**config.mk**
```make
export PLATFORM = sky130hd
export DESIGN_NAME = fletcher32_byte_stream_core
export DESIGN_NICKNAME = d
export VERILOG_FILES = /design/src/rtl/core/flt32_pkg.sv /design/src/rtl/core/flt32_fifo.sv /design/src/rtl/core/flt32_front.sv /design/src/rtl/core/flt32_back.sv /design/src/rtl/core/fletcher32_byte_stream_core.sv
export SDC_FILE = /design/constraint.sdc
export NUM_CORES = 1
export LEC_CHECK = 0
export ABC_AREA = 1
export BUFFER_PORTS_ARGS = -buffer_cell sky130_fd_sc_hd__buf_2
export CORE_MARGIN = 2
export CORE_UTILIZATION = 55
export CTS_CLUSTER_SIZE = 12
export DETAILED_ROUTE_END_ITERATION = 10
export GPL_ROUTABILITY_DRIVEN = 0
export PLACE_DENSITY = 0.73
export REMOVE_ABC_BUFFERS = 1
export SETUP_SLACK_MARGIN = 0.3
export SLEW_MARGIN = 20
export SYNTH_ARGS = -nofsm -noshare
export SYNTH_HDL_FRONTEND = slang
export SYNTH_SLANG_ARGS = --single-unit
```
**constraint.sdc**
```tcl
create_clock -name clk_i -period 11.6 [get_ports clk_i]
set_input_delay 0.58 -clock clk_i [delete_from_list [all_inputs] [get_ports clk_i]]
set_output_delay 0.58 -clock clk_i [all_outputs]
set_load 0.01 [all_outputs]
```
**src/rtl/core/flt32_pkg.sv**
```systemverilog
// Shared types, constants and the end-around-carry adder for the Fletcher-32 core.
`default_nettype none
package flt32_pkg;

  localparam logic [15:0] SumInit = 16'hFFFF;

  typedef struct packed {
    logic [15:0] word;
    logic        last;
  } word_t;

  function automatic logic [15:0] oc_add(input logic [15:0] x, input logic [15:0] y);
    logic [16:0] s;
    logic [16:0] f;
    s = {1'b0, x} + {1'b0, y};
    f = {1'b0, s[15:0]} + {16'b0, s[16]};
    return f[15:0];
  endfunction

endpackage
`default_nettype wire

```
**src/rtl/core/flt32_fifo.sv**
```systemverilog
// Small synchronous show-ahead queue built from flip-flops.
`default_nettype none
module flt32_fifo #(
  parameter int unsigned Width = 17,
  parameter int unsigned Depth = 2
) (
  input  wire logic             clk_i,
  input  wire logic             rst_ni,
  input  wire logic             push_i,
  input  wire logic [Width-1:0] data_i,
  output logic                  full_o,
  input  wire logic             pop_i,
  output logic [Width-1:0]      data_o,
  output logic                  empty_o
);

  localparam int unsigned PtrW = (Depth > 1) ? $clog2(Depth) : 1;
  localparam int unsigned CntW = $clog2(Depth + 1);

  logic [Width-1:0] mem_q [Depth];
  logic [PtrW-1:0]  wr_ptr_q, wr_ptr_d;
  logic [PtrW-1:0]  rd_ptr_q, rd_ptr_d;
  logic [CntW-1:0]  cnt_q, cnt_d;
  logic             do_push, do_pop;

  assign full_o  = (cnt_q == CntW'(Depth));
  assign empty_o = (cnt_q == '0);
  assign do_push = push_i && !full_o;
  assign do_pop  = pop_i && !empty_o;
  assign data_o  = mem_q[rd_ptr_q];

  always_comb begin
    wr_ptr_d = wr_ptr_q;
    rd_ptr_d = rd_ptr_q;
    cnt_d    = cnt_q;
    if (do_push) begin
      wr_ptr_d = (wr_ptr_q == PtrW'(Depth - 1)) ? '0 : wr_ptr_q + 1'b1;
    end
    if (do_pop) begin
      rd_ptr_d = (rd_ptr_q == PtrW'(Depth - 1)) ? '0 : rd_ptr_q + 1'b1;
    end
    if (do_push && !do_pop) begin
      cnt_d = cnt_q + 1'b1;
    end else if (do_pop && !do_push) begin
      cnt_d = cnt_q - 1'b1;
    end
  end

  always_ff @(posedge clk_i or negedge rst_ni) begin
    if (!rst_ni) begin
      wr_ptr_q <= '0;
      rd_ptr_q <= '0;
      cnt_q    <= '0;
    end else begin
      wr_ptr_q <= wr_ptr_d;
      rd_ptr_q <= rd_ptr_d;
      cnt_q    <= cnt_d;
    end
  end

  always_ff @(posedge clk_i) begin
    if (do_push) begin
      mem_q[wr_ptr_q] <= data_i;
    end
  end

  a_cnt_bound : assert property (@(posedge clk_i) disable iff (!rst_ni)
    cnt_q <= CntW'(Depth))
    else $error("queue count exceeds depth");

  a_push_fills : assert property (@(posedge clk_i) disable iff (!rst_ni)
    do_push && !do_pop |=> !empty_o)
    else $error("queue empty after a lone push");

  a_pop_drains : assert property (@(posedge clk_i) disable iff (!rst_ni)
    do_pop && !do_push && cnt_q == CntW'(1) |=> empty_o)
    else $error("queue not empty after popping its only entry");

endmodule
`default_nettype wire

```
**src/rtl/core/flt32_front.sv**
```systemverilog
// Front end: pairs incoming bytes big-endian into 16-bit words.
`default_nettype none
module flt32_front (
  input  wire logic         clk_i,
  input  wire logic         rst_ni,
  input  wire logic         byte_valid_i,
  input  wire logic [7:0]   data_byte_i,
  input  wire logic         last_byte_i,
  output logic              word_push_o,
  output flt32_pkg::word_t  word_o
);
  import flt32_pkg::*;

  logic [7:0] hold_q, hold_d;
  logic       half_q, half_d;

  always_comb begin
    hold_d      = hold_q;
    half_d      = half_q;
    word_push_o = 1'b0;
    word_o.word = {data_byte_i, 8'h00};
    word_o.last = last_byte_i;
    if (byte_valid_i) begin
      if (half_q) begin
        word_push_o = 1'b1;
        word_o.word = {hold_q, data_byte_i};
        half_d      = 1'b0;
        hold_d      = 8'h00;
      end else if (last_byte_i) begin
        word_push_o = 1'b1;
      end else begin
        hold_d = data_byte_i;
        half_d = 1'b1;
      end
    end
  end

  always_ff @(posedge clk_i or negedge rst_ni) begin
    if (!rst_ni) begin
      hold_q <= 8'h00;
      half_q <= 1'b0;
    end else begin
      hold_q <= hold_d;
      half_q <= half_d;
    end
  end

endmodule
`default_nettype wire

```
**src/rtl/core/flt32_back.sv**
```systemverilog
// Back end: accumulates Fletcher sums A and B and issues the checksum on the last word.
`default_nettype none
module flt32_back (
  input  wire logic         clk_i,
  input  wire logic         rst_ni,
  input  wire logic         word_empty_i,
  input  wire flt32_pkg::word_t word_i,
  output logic              word_pop_o,
  input  wire logic         res_full_i,
  output logic              res_push_o,
  output logic [31:0]       res_o
);
  import flt32_pkg::*;

  logic [15:0] sum_a_q, sum_a_d;
  logic [15:0] sum_b_q, sum_b_d;
  logic [15:0] a_new, b_new;

  assign a_new      = oc_add(sum_a_q, word_i.word);
  assign b_new      = oc_add(sum_b_q, a_new);
  assign word_pop_o = !word_empty_i && (!word_i.last || !res_full_i);
  assign res_push_o = word_pop_o && word_i.last;
  assign res_o      = {b_new, a_new};

  always_comb begin
    sum_a_d = sum_a_q;
    sum_b_d = sum_b_q;
    if (word_pop_o) begin
      if (word_i.last) begin
        sum_a_d = SumInit;
        sum_b_d = SumInit;
      end else begin
        sum_a_d = a_new;
        sum_b_d = b_new;
      end
    end
  end

  always_ff @(posedge clk_i or negedge rst_ni) begin
    if (!rst_ni) begin
      sum_a_q <= SumInit;
      sum_b_q <= SumInit;
    end else begin
      sum_a_q <= sum_a_d;
      sum_b_q <= sum_b_d;
    end
  end

  a_restart : assert property (@(posedge clk_i) disable iff (!rst_ni)
    word_pop_o && word_i.last |=> sum_a_q == SumInit && sum_b_q == SumInit)
    else $error("sums did not restart after the last word");

  a_nonzero : assert property (@(posedge clk_i) disable iff (!rst_ni)
    sum_a_q != 16'h0000 && sum_b_q != 16'h0000)
    else $error("running sum reached zero");

  a_no_drop : assert property (@(posedge clk_i) disable iff (!rst_ni)
    res_push_o |-> !res_full_i)
    else $error("checksum issued into a full result queue");

endmodule
`default_nettype wire

```
**src/rtl/core/fletcher32_byte_stream_core.sv**
```systemverilog
// Top level of the Fletcher-32 byte-stream checksum core.
//
// The input side behaves as a queue: a byte with its last flag is written
// in a transaction when push is high and full is low. Bytes are paired
// big-endian into 16-bit words; an odd final byte gets a zero low byte.
// The output side behaves as a queue too: while empty is low, checksum_o
// holds the oldest result ({B, A}), and pop takes it in a transaction.
// One byte is accepted per cycle, sustained, as long as results are taken.
// A checksum passes through the word queue and then the result queue after its
// last byte is accepted; the sums are added as the word leaves the word queue.
// When the result queue is full, the back end holds the last word of a
// message, the word queue fills, and full rises to stall the sender.
// Reset empties both queues and returns both sums to 0xFFFF.
`default_nettype none
module fletcher32_byte_stream_core #(
  parameter int unsigned WORD_Q_DEPTH = 2,
  parameter int unsigned RES_Q_DEPTH  = 2
) (
  input  wire logic        clk_i,
  input  wire logic        rst_ni,
  input  wire logic        push,
  output logic             full,
  input  wire logic [7:0]  data_byte_i,
  input  wire logic        last_byte_i,
  output logic             empty,
  input  wire logic        pop,
  output logic [31:0]      checksum_o
);
  import flt32_pkg::*;

  logic  byte_valid;
  logic  word_push, word_full, word_pop, word_empty;
  word_t front_word, back_word;
  logic  res_push, res_full;
  logic [31:0] res_data;

  assign full       = word_full;
  assign byte_valid = push && !word_full;

  flt32_front u_front (
    .clk_i       (clk_i),
    .rst_ni      (rst_ni),
    .byte_valid_i(byte_valid),
    .data_byte_i (data_byte_i),
    .last_byte_i (last_byte_i),
    .word_push_o (word_push),
    .word_o      (front_word)
  );

  flt32_fifo #(
    .Width($bits(word_t)),
    .Depth(WORD_Q_DEPTH)
  ) u_word_q (
    .clk_i  (clk_i),
    .rst_ni (rst_ni),
    .push_i (word_push),
    .data_i (front_word),
    .full_o (word_full),
    .pop_i  (word_pop),
    .data_o (back_word),
    .empty_o(word_empty)
  );

  flt32_back u_back (
    .clk_i       (clk_i),
    .rst_ni      (rst_ni),
    .word_empty_i(word_empty),
    .word_i      (back_word),
    .word_pop_o  (word_pop),
    .res_full_i  (res_full),
    .res_push_o  (res_push),
    .res_o       (res_data)
  );

  flt32_fifo #(
    .Width(32),
    .Depth(RES_Q_DEPTH)
  ) u_res_q (
    .clk_i  (clk_i),
    .rst_ni (rst_ni),
    .push_i (res_push),
    .data_i (res_data),
    .full_o (res_full),
    .pop_i  (pop),
    .data_o (checksum_o),
    .empty_o(empty)
  );

endmodule
`default_nettype wire
```
==> results of run 1 <==
## per-stage QoR
step	setup slack (ns)	utilization, %	cells
detailed placement	4.74	59.6	1278
floorplan	5.82	-	1015
CTS	4.70	63.8	1310
global placement	4.93	59.6	1278
global route	4.06	63.8	1310
finish	4.68	63.8	1310
## per-layer routing
layer / vias up / part of all wire [%]
met1: 2965 / 43
met3: 32 / 3.1
met2: 121 / 51
met5: - / 0
li1: 3390 / -
met4: 0 / 2.3
## flip-flops by register name, summed over array words and instances, names as in the netlist
| name | cells |
|---|---|
| u_res_q.cnt_q | 2 |
| u_res_q.rd_ptr_q | 1 |
| u_word_q.mem_q | 34 |
| u_word_q.cnt_q | 2 |
| u_front.hold_q | 8 |
| u_res_q.mem_q | 64 |
| u_word_q.rd_ptr_q | 1 |
| u_back.sum_b_q | 16 |
| u_back.sum_a_q | 16 |
| u_front.half_q | 1 |
| u_res_q.wr_ptr_q | 1 |
| u_word_q.wr_ptr_q | 1 |
## cell usage after synthesis, drive strengths merged (10+ instances only)
cell type,instances
a21oi,35
nor2,82
edfxtp,98
o22ai,18
inv,156
xor2,15
nand3,61
dfstp,32
dfrtp,17
xnor2,10
o21ai,15
nand2,403
clkbuf,10
ha,40
## layout make-up
type	instances	area, um2	area share, %
clock buffer	18	429	4.41
clock inverter	14	211	2.17
inverter	159	597	6.13
multi-input combinational	709	3750	38.5
sequential	147	4210	43.2
tap	211	264	2.71
timing repair buffer	52	275	2.83
## worst register-to-register path, delay by kind of cell, from the launching register on
family,cells,cell delay (ns)
XOR/XNOR,2,0.44
flip-flops,1,0.69
buffers and inverters,5,0.91
adder cells (fa/ha/maj),7,1.87
AO/OA/AOI/OAI,4,0.51
AND/OR/NAND/NOR,22,2.23
## logic make-up (layout without fill, tap and decap cells)
| group | count (synthesis) | count (layout) | synth area share (%) |
|---|---|---|---|
| and+or+nand+nor | 565 | 565 | 29.4 |
| buffers and inverters | 175 | 243 | 7.70 |
| DFF | 147 | 147 | 48.9 |
| AOI/OAI and AO/OA | 77 | 77 | 5.27 |
| adders and majority gates | 42 | 42 | 6.27 |
| xor gates and xnor gates | 25 | 25 | 2.54 |
## path summary, 6_finish.rpt
path	slack, ns	from	endpoint	depth (start not counted)
worst max-delay path	4.68	u_word_q.rd_ptr_q	u_res_q.mem_q[0][26]	40
worst min-delay path	0.26	rst_ni	u_front.hold_q[6]	2
worst max register to register	4.68	u_word_q.rd_ptr_q	u_res_q.mem_q[0][26]	40
worst min register to register	0.50	u_word_q.wr_ptr_q	u_word_q.wr_ptr_q	1
max in group asynchronous	10.87	rst_ni	u_res_q.wr_ptr_q	2
min in group clk_i	0.38	last_byte_i	u_word_q.mem_q[0][0]	1
==> results.md, run 1 <==
* Initial antenna violation count at 0
* Vias at 6508
* DR WL/cell at 13.6 um
* Clk slew on worst S/H paths at 0.06 ns
* Main area contributors after synthesis: edfxtp_1 (34%), nand2_1 (17%), dfstp_2 (9.8%)
* Number of synthesized flops with an enable pin at 98
* Yosys Warn Count at 0
* Most common cell after layout, fill and taps aside: nand2_1
* Final Instance Area at 9730 um2
* Num rows at 45
* Largest net degree at the start of global routing at 50
* Dominant register cell in the synthesized netlist: edfxtp_1
* Post-Synthesis Cells at 1031
* Most frequent cells in the layout: nand2_1 (382), inv_1 (149), edfxtp_1 (98)
* Number of synthesized register bits at 147
* M1 GR Usage at 27.8%
* Detailed placer's ending HPWL at 12900 um
* Run status: finished, final reports clean
* DP Area at 9090 um2
* Antenna cells at 0
* Avg Cell Area, Syn at 8.36 um2
* Clk_lat worst skew at 0.43 ns
* CTS Buf Count at 17
* Number of fill cells at 1290
* Initial Utilization at 56.5%
* Number of post-CTS setup repair buffers at 0
* Register area share after synthesis at 48.9%
* Vias in the first global route at 6319
* CP endpoint kind: register
* Slowest stage cell, crit path: dfrtp_1
* CP Buf/Inv Count at 5
* Final hold vios at 0
* Post-CTS sizing at 0
* RSZ-0062 raised after global routing: no
* Post-Route WL at 17800 um
* Max_slew headroom at 31.5%
* Critical Path Fanout Max at 18
* First-pass GRT wire length at 30100 um
* 1st-iter DRT viols at 330
* Share of cells above drive strength 1 at 16.6%
* Nets at 1141
* Final worst path period share at 59.7%
* Die Width at 129 um
* I/O pin cnt at 47
* Top Usage Layer GRT: met2
* Port Buffer Count at 46
* Clk root buf: clkbuf_16
* Post-Synthesis Cell Area at 8610 um2
* F_max at 144 MHz
* Layout Area Growth over Synthesis at 13.0%
* CTS sink count at 147
* Async SR Flop Fraction at 33.3%
* M2 GR Usage at 42.4%
* Synth area leader: edfxtp_1
* Setup Total Neg Slack at 0 ns
* CP delay by family, top: simple AND/OR/NAND/NOR gates
* Tot GR Track Use at 23.4%
* H-tree depth reported by CTS at 4
* Fin crit period at 6.92 ns
* Largest stage delay on the critical path at 0.69 ns
* Yosys top cell area share at 34.2%
* Die area at 16700 um2
* Clk buf depth at 2
* Via-per-instance ratio at 4.97
* Met3 Track Usage GR at 4.00%
* Min-Delay Path Class: input port to async pin
* Max Transition Viols Final at 0
* Arrival @ worst endpoint at 7.09 ns
* Die Ht at 129 um
* Yosys cell types at 37
* CTS tree: yes
* CTS Hold Bufs at 0
* Worst-margin pin slew at 1.02 ns
* Setup violators final at 0
* Cell repeated most along the worst path: nand2_1
* First-pass DRT Iterations at 5
* Startpoint types: register
* Maxcap violations at 0
* Remaining antenna violation count at 0
* Total gr overflow at 0
* # DRC at 0
* CORE AREA at 15300 um2
* WS Path Type: register to register
* Hold_ws at 0.262 ns
* WP data required at 11.76 ns
* Clock skew at 0.0125 ns
Power of run 1 is left out: the tool's default activity adds up to more than one toggle a clock period on the data nets, which glitch-free logic cannot reach.
==> run 2, diff against run 1 <==
--- a/config.mk
+++ b/config.mk
@@ -5,14 +5,14 @@
 export SDC_FILE = /design/constraint.sdc
 export NUM_CORES = 1
 export LEC_CHECK = 0
-export ABC_AREA = 1
+export ABC_AREA = 0
 export BUFFER_PORTS_ARGS = -buffer_cell sky130_fd_sc_hd__buf_2
 export CORE_MARGIN = 2
 export CORE_UTILIZATION = 55
 export CTS_CLUSTER_SIZE = 12
 export DETAILED_ROUTE_END_ITERATION = 10
 export GPL_ROUTABILITY_DRIVEN = 0
-export PLACE_DENSITY = 0.73
+export PLACE_DENSITY = 0.76
 export REMOVE_ABC_BUFFERS = 1
 export SETUP_SLACK_MARGIN = 0.3
 export SLEW_MARGIN = 20
==> constraint.sdc (replaced) <==
create_clock -name clk_i -period 5.9 [get_ports clk_i]
set_input_delay 0.295 -clock clk_i [delete_from_list [all_inputs] [get_ports clk_i]]
set_output_delay 0.295 -clock clk_i [all_outputs]
set_load 0.01 [all_outputs]
==> run 2 against run 1 <==
Net effect: the run now ends with negative setup slack left; clock-buffer cell count increased by 4; largest cell class unchanged; sequential cell count did not move; worst setup slack got worse by 5.3 ns; wire length rose by 18%; critical path depth shrank 9; highest routed layer unchanged.
==> results.md, run 2 <==
* Run status: finished with violations
* Failing checks: negative setup slack
* Clk_lat worst skew at 0.44 ns (about the same)
* CP endpoint kind: register
* Max_slew headroom at 37.8% (+6.4 points)
* Yosys top cell area share at 37.3% (+3.2 points)
* M2 GR Usage at 46.9% (+4.6 points)
* Most numerous cell in the Yosys netlist: edfxtp_1
* Die Ht at 124 um (-4.2%)
* RSZ-0062 raised after global routing: yes
* Yosys Warn Count at 0 (unchanged)
* Die area at 15300 um2 (-8.2%)
* Initial Utilization at 56.6% (+0.11 points)
* Tot GR Track Use at 26.3% (+2.9 points)
* F_max at 152 MHz (+5.5%)
* Final worst path period share at 111% (+51 points)
* Synth area leader: edfxtp_1
* Flip-flop count of the largest register after layout at 64 (unchanged)
* Cell repeated most along the worst path: ha_4
* Final Non-Filler Cells at 1012 (-23%)
* Fin crit period at 6.56 ns (-0.363 ns)
* Post-Synthesis Cell Area at 7880 um2 (-8.5%)
* Number of fill cells at 795 (-38%)
* Largest regs: u_res_q.mem_q x64, u_word_q.mem_q x34
* Most common cell after layout, fill and taps aside: buf_4
* Vias at 6098 (-6.3%)
* Startpoint types: register
* Most frequent cells in the layout: buf_4 (135), edfxtp_1 (98), mux2_2 (54)
* Dpl ws at -0.815 ns (-5.55 ns)
* Vias in the first global route at 6063 (-4.1%)
* DP Area at 9140 um2 (+0.48%)
* Worst-margin pin slew at 0.925 ns (-0.0962 ns)
* Top Usage Layer GRT: met2
* Avg Cell Area, Syn at 12.5 um2 (+50%)
* Register area share after synthesis at 53.4% (+4.5 points)
* Clk slew on worst S/H paths at 0.06 ns (about the same)
* Clk buf depth at 2 (unchanged)
* Met3 Track Usage GR at 5.40% (+1.4 points)
* Dominant register cell in the synthesized netlist: edfxtp_1
* M1 GR Usage at 29.2% (+1.4 points)
* Final core utilization at 76.4% (+13 points)
* CTS sink count at 147 (unchanged)
* Num rows at 43 (-4.4%)
* Post-Synthesis Cells at 631 (-39%)
* Setup ws final at -0.659 ns (-5.34 ns)
* Port Buffer Count at 46 (unchanged)
* Number of synthesized flops with an enable pin at 98 (unchanged)
* Post-synth top cells: edfxtp_1 (98), mux2_2 (56), nand2_1 (56), ha_1 (40), xnor2_1 (38)
* Clock skew at 0.0116 ns (-0.000872 ns)
* Critical Path Fanout Max at 4 (-14)
* Setup violators final at 42 (+42)
* Remaining antenna violation count at 0 (unchanged)
* Largest net degree at the start of global routing at 50 (unchanged)
* Initial antenna violation count at 0 (unchanged)
* WP data required at 6.07 ns (-5.69 ns)
* Die Width at 124 um (-4.2%)
* Clk root buf: clkbuf_16
* CTS Buf Count at 17 (unchanged)
* Detailed placer's ending HPWL at 12400 um (-4.2%)
* Final Instance Area at 10600 um2 (+9.3%)
* Antenna cells at 0 (unchanged)
* Arrival @ worst endpoint at 6.73 ns (-0.36 ns)
* Cell Count Post-Placement at 953 (-25%)
* Share of cells above drive strength 1 at 47.2% (+31 points)
* Async SR Flop Fraction at 33.3% (unchanged)
* Yosys cell types at 65 (+76%)
* # DRC at 0 (unchanged)
* Maxcap violations at 0 (unchanged)
* CP delay by family, top: simple AND/OR/NAND/NOR gates
* Layout Area Growth over Synthesis at 35.0%
* Reg with most FFs: u_res_q.mem_q
* I/O pin cnt at 47 (unchanged)
* Via-per-instance ratio at 6.03 (+21%)
* CP Buf/Inv Count at 0 (-5)
* First-pass DRT Iterations at 5 (unchanged)
* Main area contributors after synthesis: edfxtp_1 (37%), dfstp_2 (11%), mux2_2 (8.0%)
* Slowest stage cell, crit path: dfrtp_1
* Min-Delay Path Class: input port to register
* WS Path Type: register to register
* Post-Route WL at 21000 um (+18%)
* CTS tree: yes
* Largest stage delay on the critical path at 0.43 ns (-0.26 ns)
* Final hold vios at 0 (unchanged)
* CORE AREA at 13900 um2 (-8.7%)
* Nets at 874 (-23%)
* Max Transition Viols Final at 0 (unchanged)
* First-pass GRT wire length at 30200 um (+0.51%)
* Total gr overflow at 0 (unchanged)
* Number of synthesized register bits at 147 (unchanged)
* DR WL/cell at 20.7 um (+52%)
* H-tree depth reported by CTS at 4 (unchanged)
* 1st-iter DRT viols at 414 (+25%)
[run 2: final timing paths]
check                                  endpoint  cells after the start  slack (ns)               from
min reg2reg                   u_word_q.wr_ptr_q                      1        0.49  u_word_q.wr_ptr_q
min                        u_word_q.mem_q[0][0]                      1        0.10        last_byte_i
max reg2reg                u_res_q.mem_q[1][30]                     31       -0.66  u_word_q.rd_ptr_q
min in group asynchronous     u_front.hold_q[7]                      3        0.52             rst_ni
max in group asynchronous      u_res_q.wr_ptr_q                      3        4.93             rst_ni
max                        u_res_q.mem_q[1][30]                     31       -0.66  u_word_q.rd_ptr_q
[run 2: cell type report]
class                           instances  area (um2)  area share, %
Clock buffer                           22         454           4.27
Clock inverter                         10         181           1.70
Inverter                               12        45.0          0.423
Multi-Input combinational cell        452        4200           39.4
Sequential cell                       147        4210           39.5
Tap cell                              180         225           2.12
Timing Repair Buffer                  189        1330           12.5
[run 2: cells by family after synthesis]
family	Yosys count	synth area share [%]
AOI/OAI and AO/OA	137	12.6
xor gates and xnor gates	60	6.86
adders and majority gates	42	6.86
buffers and inverters	32	1.57
DFF	147	53.4
muxes	59	8.38
and+or+nand+nor	154	10.4
[run 2: repair_timing]
action	in CTS	in global routing
endpoints found under the setup margin	48	48
pin swaps	30	34
gates resized for setup	68	41
hold buffers	1	0
hold endpoints to repair	7	0
setup buffers	14	12
[run 2: metrics by stage]
stage	TNS, ns	hold WS [ns]
floorplan	-27.58	-0.000591
detailed placement	-22.18	0.454
global placement	-14.21	0.435
CTS	-6.31	0.0847
global route	-24.76	0.106
finish	-13.85	0.102
[run 2: per-layer routing]
metal	vias to the layer above	share of wire [%]
li1	2734	-
met1	3025	38
met2	261	53
met3	78	5.1
met4	0	4.2
met5	-	0
Power of run 2 is left out for the same reason.
==> run 3, diff against run 2 <==
--- a/config.mk
+++ b/config.mk
@@ -7,12 +7,14 @@
 export LEC_CHECK = 0
 export ABC_AREA = 0
 export BUFFER_PORTS_ARGS = -buffer_cell sky130_fd_sc_hd__buf_2
+export CELL_PAD_IN_SITES_DETAIL_PLACEMENT = 0
+export CELL_PAD_IN_SITES_GLOBAL_PLACEMENT = 2
 export CORE_MARGIN = 2
-export CORE_UTILIZATION = 55
+export CORE_UTILIZATION = 39
 export CTS_CLUSTER_SIZE = 12
 export DETAILED_ROUTE_END_ITERATION = 10
 export GPL_ROUTABILITY_DRIVEN = 0
-export PLACE_DENSITY = 0.76
+export PLACE_DENSITY_LB_ADDON = 0.1
 export REMOVE_ABC_BUFFERS = 1
 export SETUP_SLACK_MARGIN = 0.3
 export SLEW_MARGIN = 20
==> run 3 against run 2 <==
Net effect: the flow still finishes with violations (negative setup slack); largest cell class unchanged; utilization down 23 points; register-to-register slack better by 0.29 ns; non-clock buffer count up 2; cell count up 9.1%; via count down 8.3%; sequential cell count unchanged.
==> results.md, run 3 (synthesis gave the netlist of run 2 again) <==
* Run status: finished with violations
* Failing checks: negative setup slack
* Via-per-instance ratio at 5.06 (-16%)
* Remaining antenna violation count at 0 (unchanged)
* RSZ-0062 raised after global routing: yes
* Die area at 21400 um2 (+40%)
* WS Path Type: register to register
* M1 GR Usage at 22.7% (-6.6 points)
* Reg2reg setup slack at -0.37 ns (+0.29 ns)
* Register area at 4210 um2 (unchanged)
* Levels on crit path at 33 (+6.5%)
* Maxcap violations at 0 (unchanged)
* Reg with most FFs: u_res_q.mem_q
* Final worst path period share at 106% (-4.9 points)
* Critical Path Fanout Max at 4 (unchanged)
* Final hold vios at 0 (unchanged)
* Clk slew on worst S/H paths at 0.06 ns (about the same)
* CTS sink count at 147 (unchanged)
* H-tree depth reported by CTS at 4 (unchanged)
* R2R depth at 33 (+6.5%)
* Die Ht at 146 um (+18%)
* DR WL/cell at 17.2 um (-17%)
* Die Width at 146 um (+18%)
* Clk buf depth at 2 (unchanged)
* CTS Buf Count at 17 (unchanged)
* CP delay by family, top: simple AND/OR/NAND/NOR gates
* Largest net degree at the start of global routing at 50 (unchanged)
* Flip-flop count of the largest register after layout at 64 (unchanged)
* Clock skew at 0.00959 ns (-0.00205 ns)
* Detailed placer's ending HPWL at 13700 um (+11%)
* Layout Area Growth over Synthesis at 34.5%
* Most common cell after layout, fill and taps aside: buf_4
* Tot GR Track Use at 18.3% (-8.1 points)
* Clk root buf: clkbuf_16
* Vias at 5589 (-8.3%)
* Setup Total Neg Slack at -6.44 ns (+7.40 ns)
* Max Transition Viols Final at 0 (unchanged)
* Largest stage delay on the critical path at 0.42 ns (about the same)
* Largest regs: u_res_q.mem_q x64, u_word_q.mem_q x34
* Initial antenna violation count at 0 (unchanged)
* CTS tree: yes
* Min-Delay Path Class: input port to async pin
* Arrival @ worst endpoint at 6.64 ns (-0.09 ns)
* Total gr overflow at 0 (unchanged)
* CP endpoint kind: register
* CP Buf/Inv Count at 0 (unchanged)
* Clk_lat worst skew at 0.43 ns (about the same)
* Share of cells above drive strength 1 at 47.2% (about the same)
* Slowest stage cell, crit path: dfrtp_1
* Startpoint types: register
* Setup ws final at -0.370 ns (+0.289 ns)
* M2 GR Usage at 31.8% (-15 points)
* First-pass GRT wire length at 30200 um (about the same)
* WP data required at 6.27 ns (+0.20 ns)
* Met3 Track Usage GR at 2.91% (-2.5 points)
* Number of fill cells at 1755 (+120%)
* Num rows at 52 (+21%)
* Fin crit period at 6.27 ns (-0.289 ns)
* Area taken by multi-input logic gates at 4070 um2 (-2.9%)
* DP Area at 9320 um2 (+2.1%)
* Reg2Reg Launch Point: u_word_q.rd_ptr_q
* CORE AREA at 20000 um2 (+44%)
* First-pass DRT Iterations at 4 (-1)
* Worst-margin pin slew at 0.985 ns (+0.0600 ns)
* I/O pin cnt at 47 (unchanged)
* FF-to-FF End: u_back.sum_b_q[14]
* 1st-iter DRT viols at 302 (-27%)
* Nets at 876 (+0.23%)
* F_max at 159 MHz (+4.6%)
* Setup violators final at 30 (-29%)
* Max_slew headroom at 33.8% (-4.0 points)
* End point of the critical path: u_back.sum_b_q[14]
* Vias in the first global route at 5772 (-4.8%)
* Antenna cells at 0 (unchanged)
* Post-Route WL at 19000 um (-9.7%)
* Cell repeated most along the worst path: ha_4
* Final core utilization at 52.9% (-23 points)
* Most frequent cells in the layout: buf_4 (131), edfxtp_1 (98), mux2_2 (54)
* Hold_ws at 0.0375 ns (-0.0646 ns)
* Top Usage Layer GRT: met2
* Initial Utilization at 39.3% (-17 points)
* Port Buffer Count at 46 (unchanged)
* Critical path launch point: u_word_q.rd_ptr_q
* Final Instance Area at 10600 um2 (-0.36%)
* # DRC at 0 (unchanged)
## run 3: changes by cell type in the layout (fill, tap and decap cells not counted), moves of 4 or more
cell        previous run  this run
buf_6                  7        14
inv_6                  0         4
ha_2                   0         4
ha_4                  12         8
buf_4                135       131
bufinv_16              5         1
clkinvlp_4             2         6
clkbuf_1               4         0
## run 3: what timing repair did
action / 4_1_cts / 5_1_grt
resized for setup: 63 / 38
setup endpoints to repair: 48 / 48
hold buffers: 0 / 0
pin swaps: 36 / 28
buffers inserted: 17 / 2
gates cloned: 0 / 0
## run 3: routing by layer
layer / part of all wire, % / wire length, um / vias up
li1: - / - / 2730
met1: 45 / 8460 / 2750
met2: 51 / 9590 / 83
met3: 2.2 / 424 / 26
met4: 2.5 / 480 / 0
met5: 0 / 0 / -
## run 3: metrics by stage
step	setup WS, ns	std cells
finish	-0.370	1104
global route	-0.675	1104
CTS	-0.384	1102
detailed placement	-0.865	1053
global placement	-0.739	1053
floorplan	-1.06	611
## run 3: area by class of cell
class,instances,area share [%]
well taps,270,3.19
flip-flops and latches,147,39.7
clock buffers,18,4.14
multi-input cells,452,38.4
inverters,12,0.425
clock inverters,14,1.20
repair buffers,191,12.9
## run 3: how the worst min path moves through the flow
stage,to,slack [ns],depth (start not counted)
final,u_front.hold_q[4],0.04,2
after global routing,u_front.hold_q[0],0.07,2
after CTS,u_front.hold_q[0],0.04,2
after detailed placement,u_res_q.rd_ptr_q,0.47,1
after global placement,u_res_q.rd_ptr_q,0.46,1
after floorplan,u_front.half_q,-0.0006,0
## run 3: worst register-to-register path: cells and delay by family, from the launching register on
family	cells	cell delay [ns]
simple gates	12	1.84
compound gates	11	1.75
xor+xnor	2	0.35
mux	1	0.33
fa+ha+maj	7	1.52
flops	1	0.42
Power of run 3 is left out for the same reason.
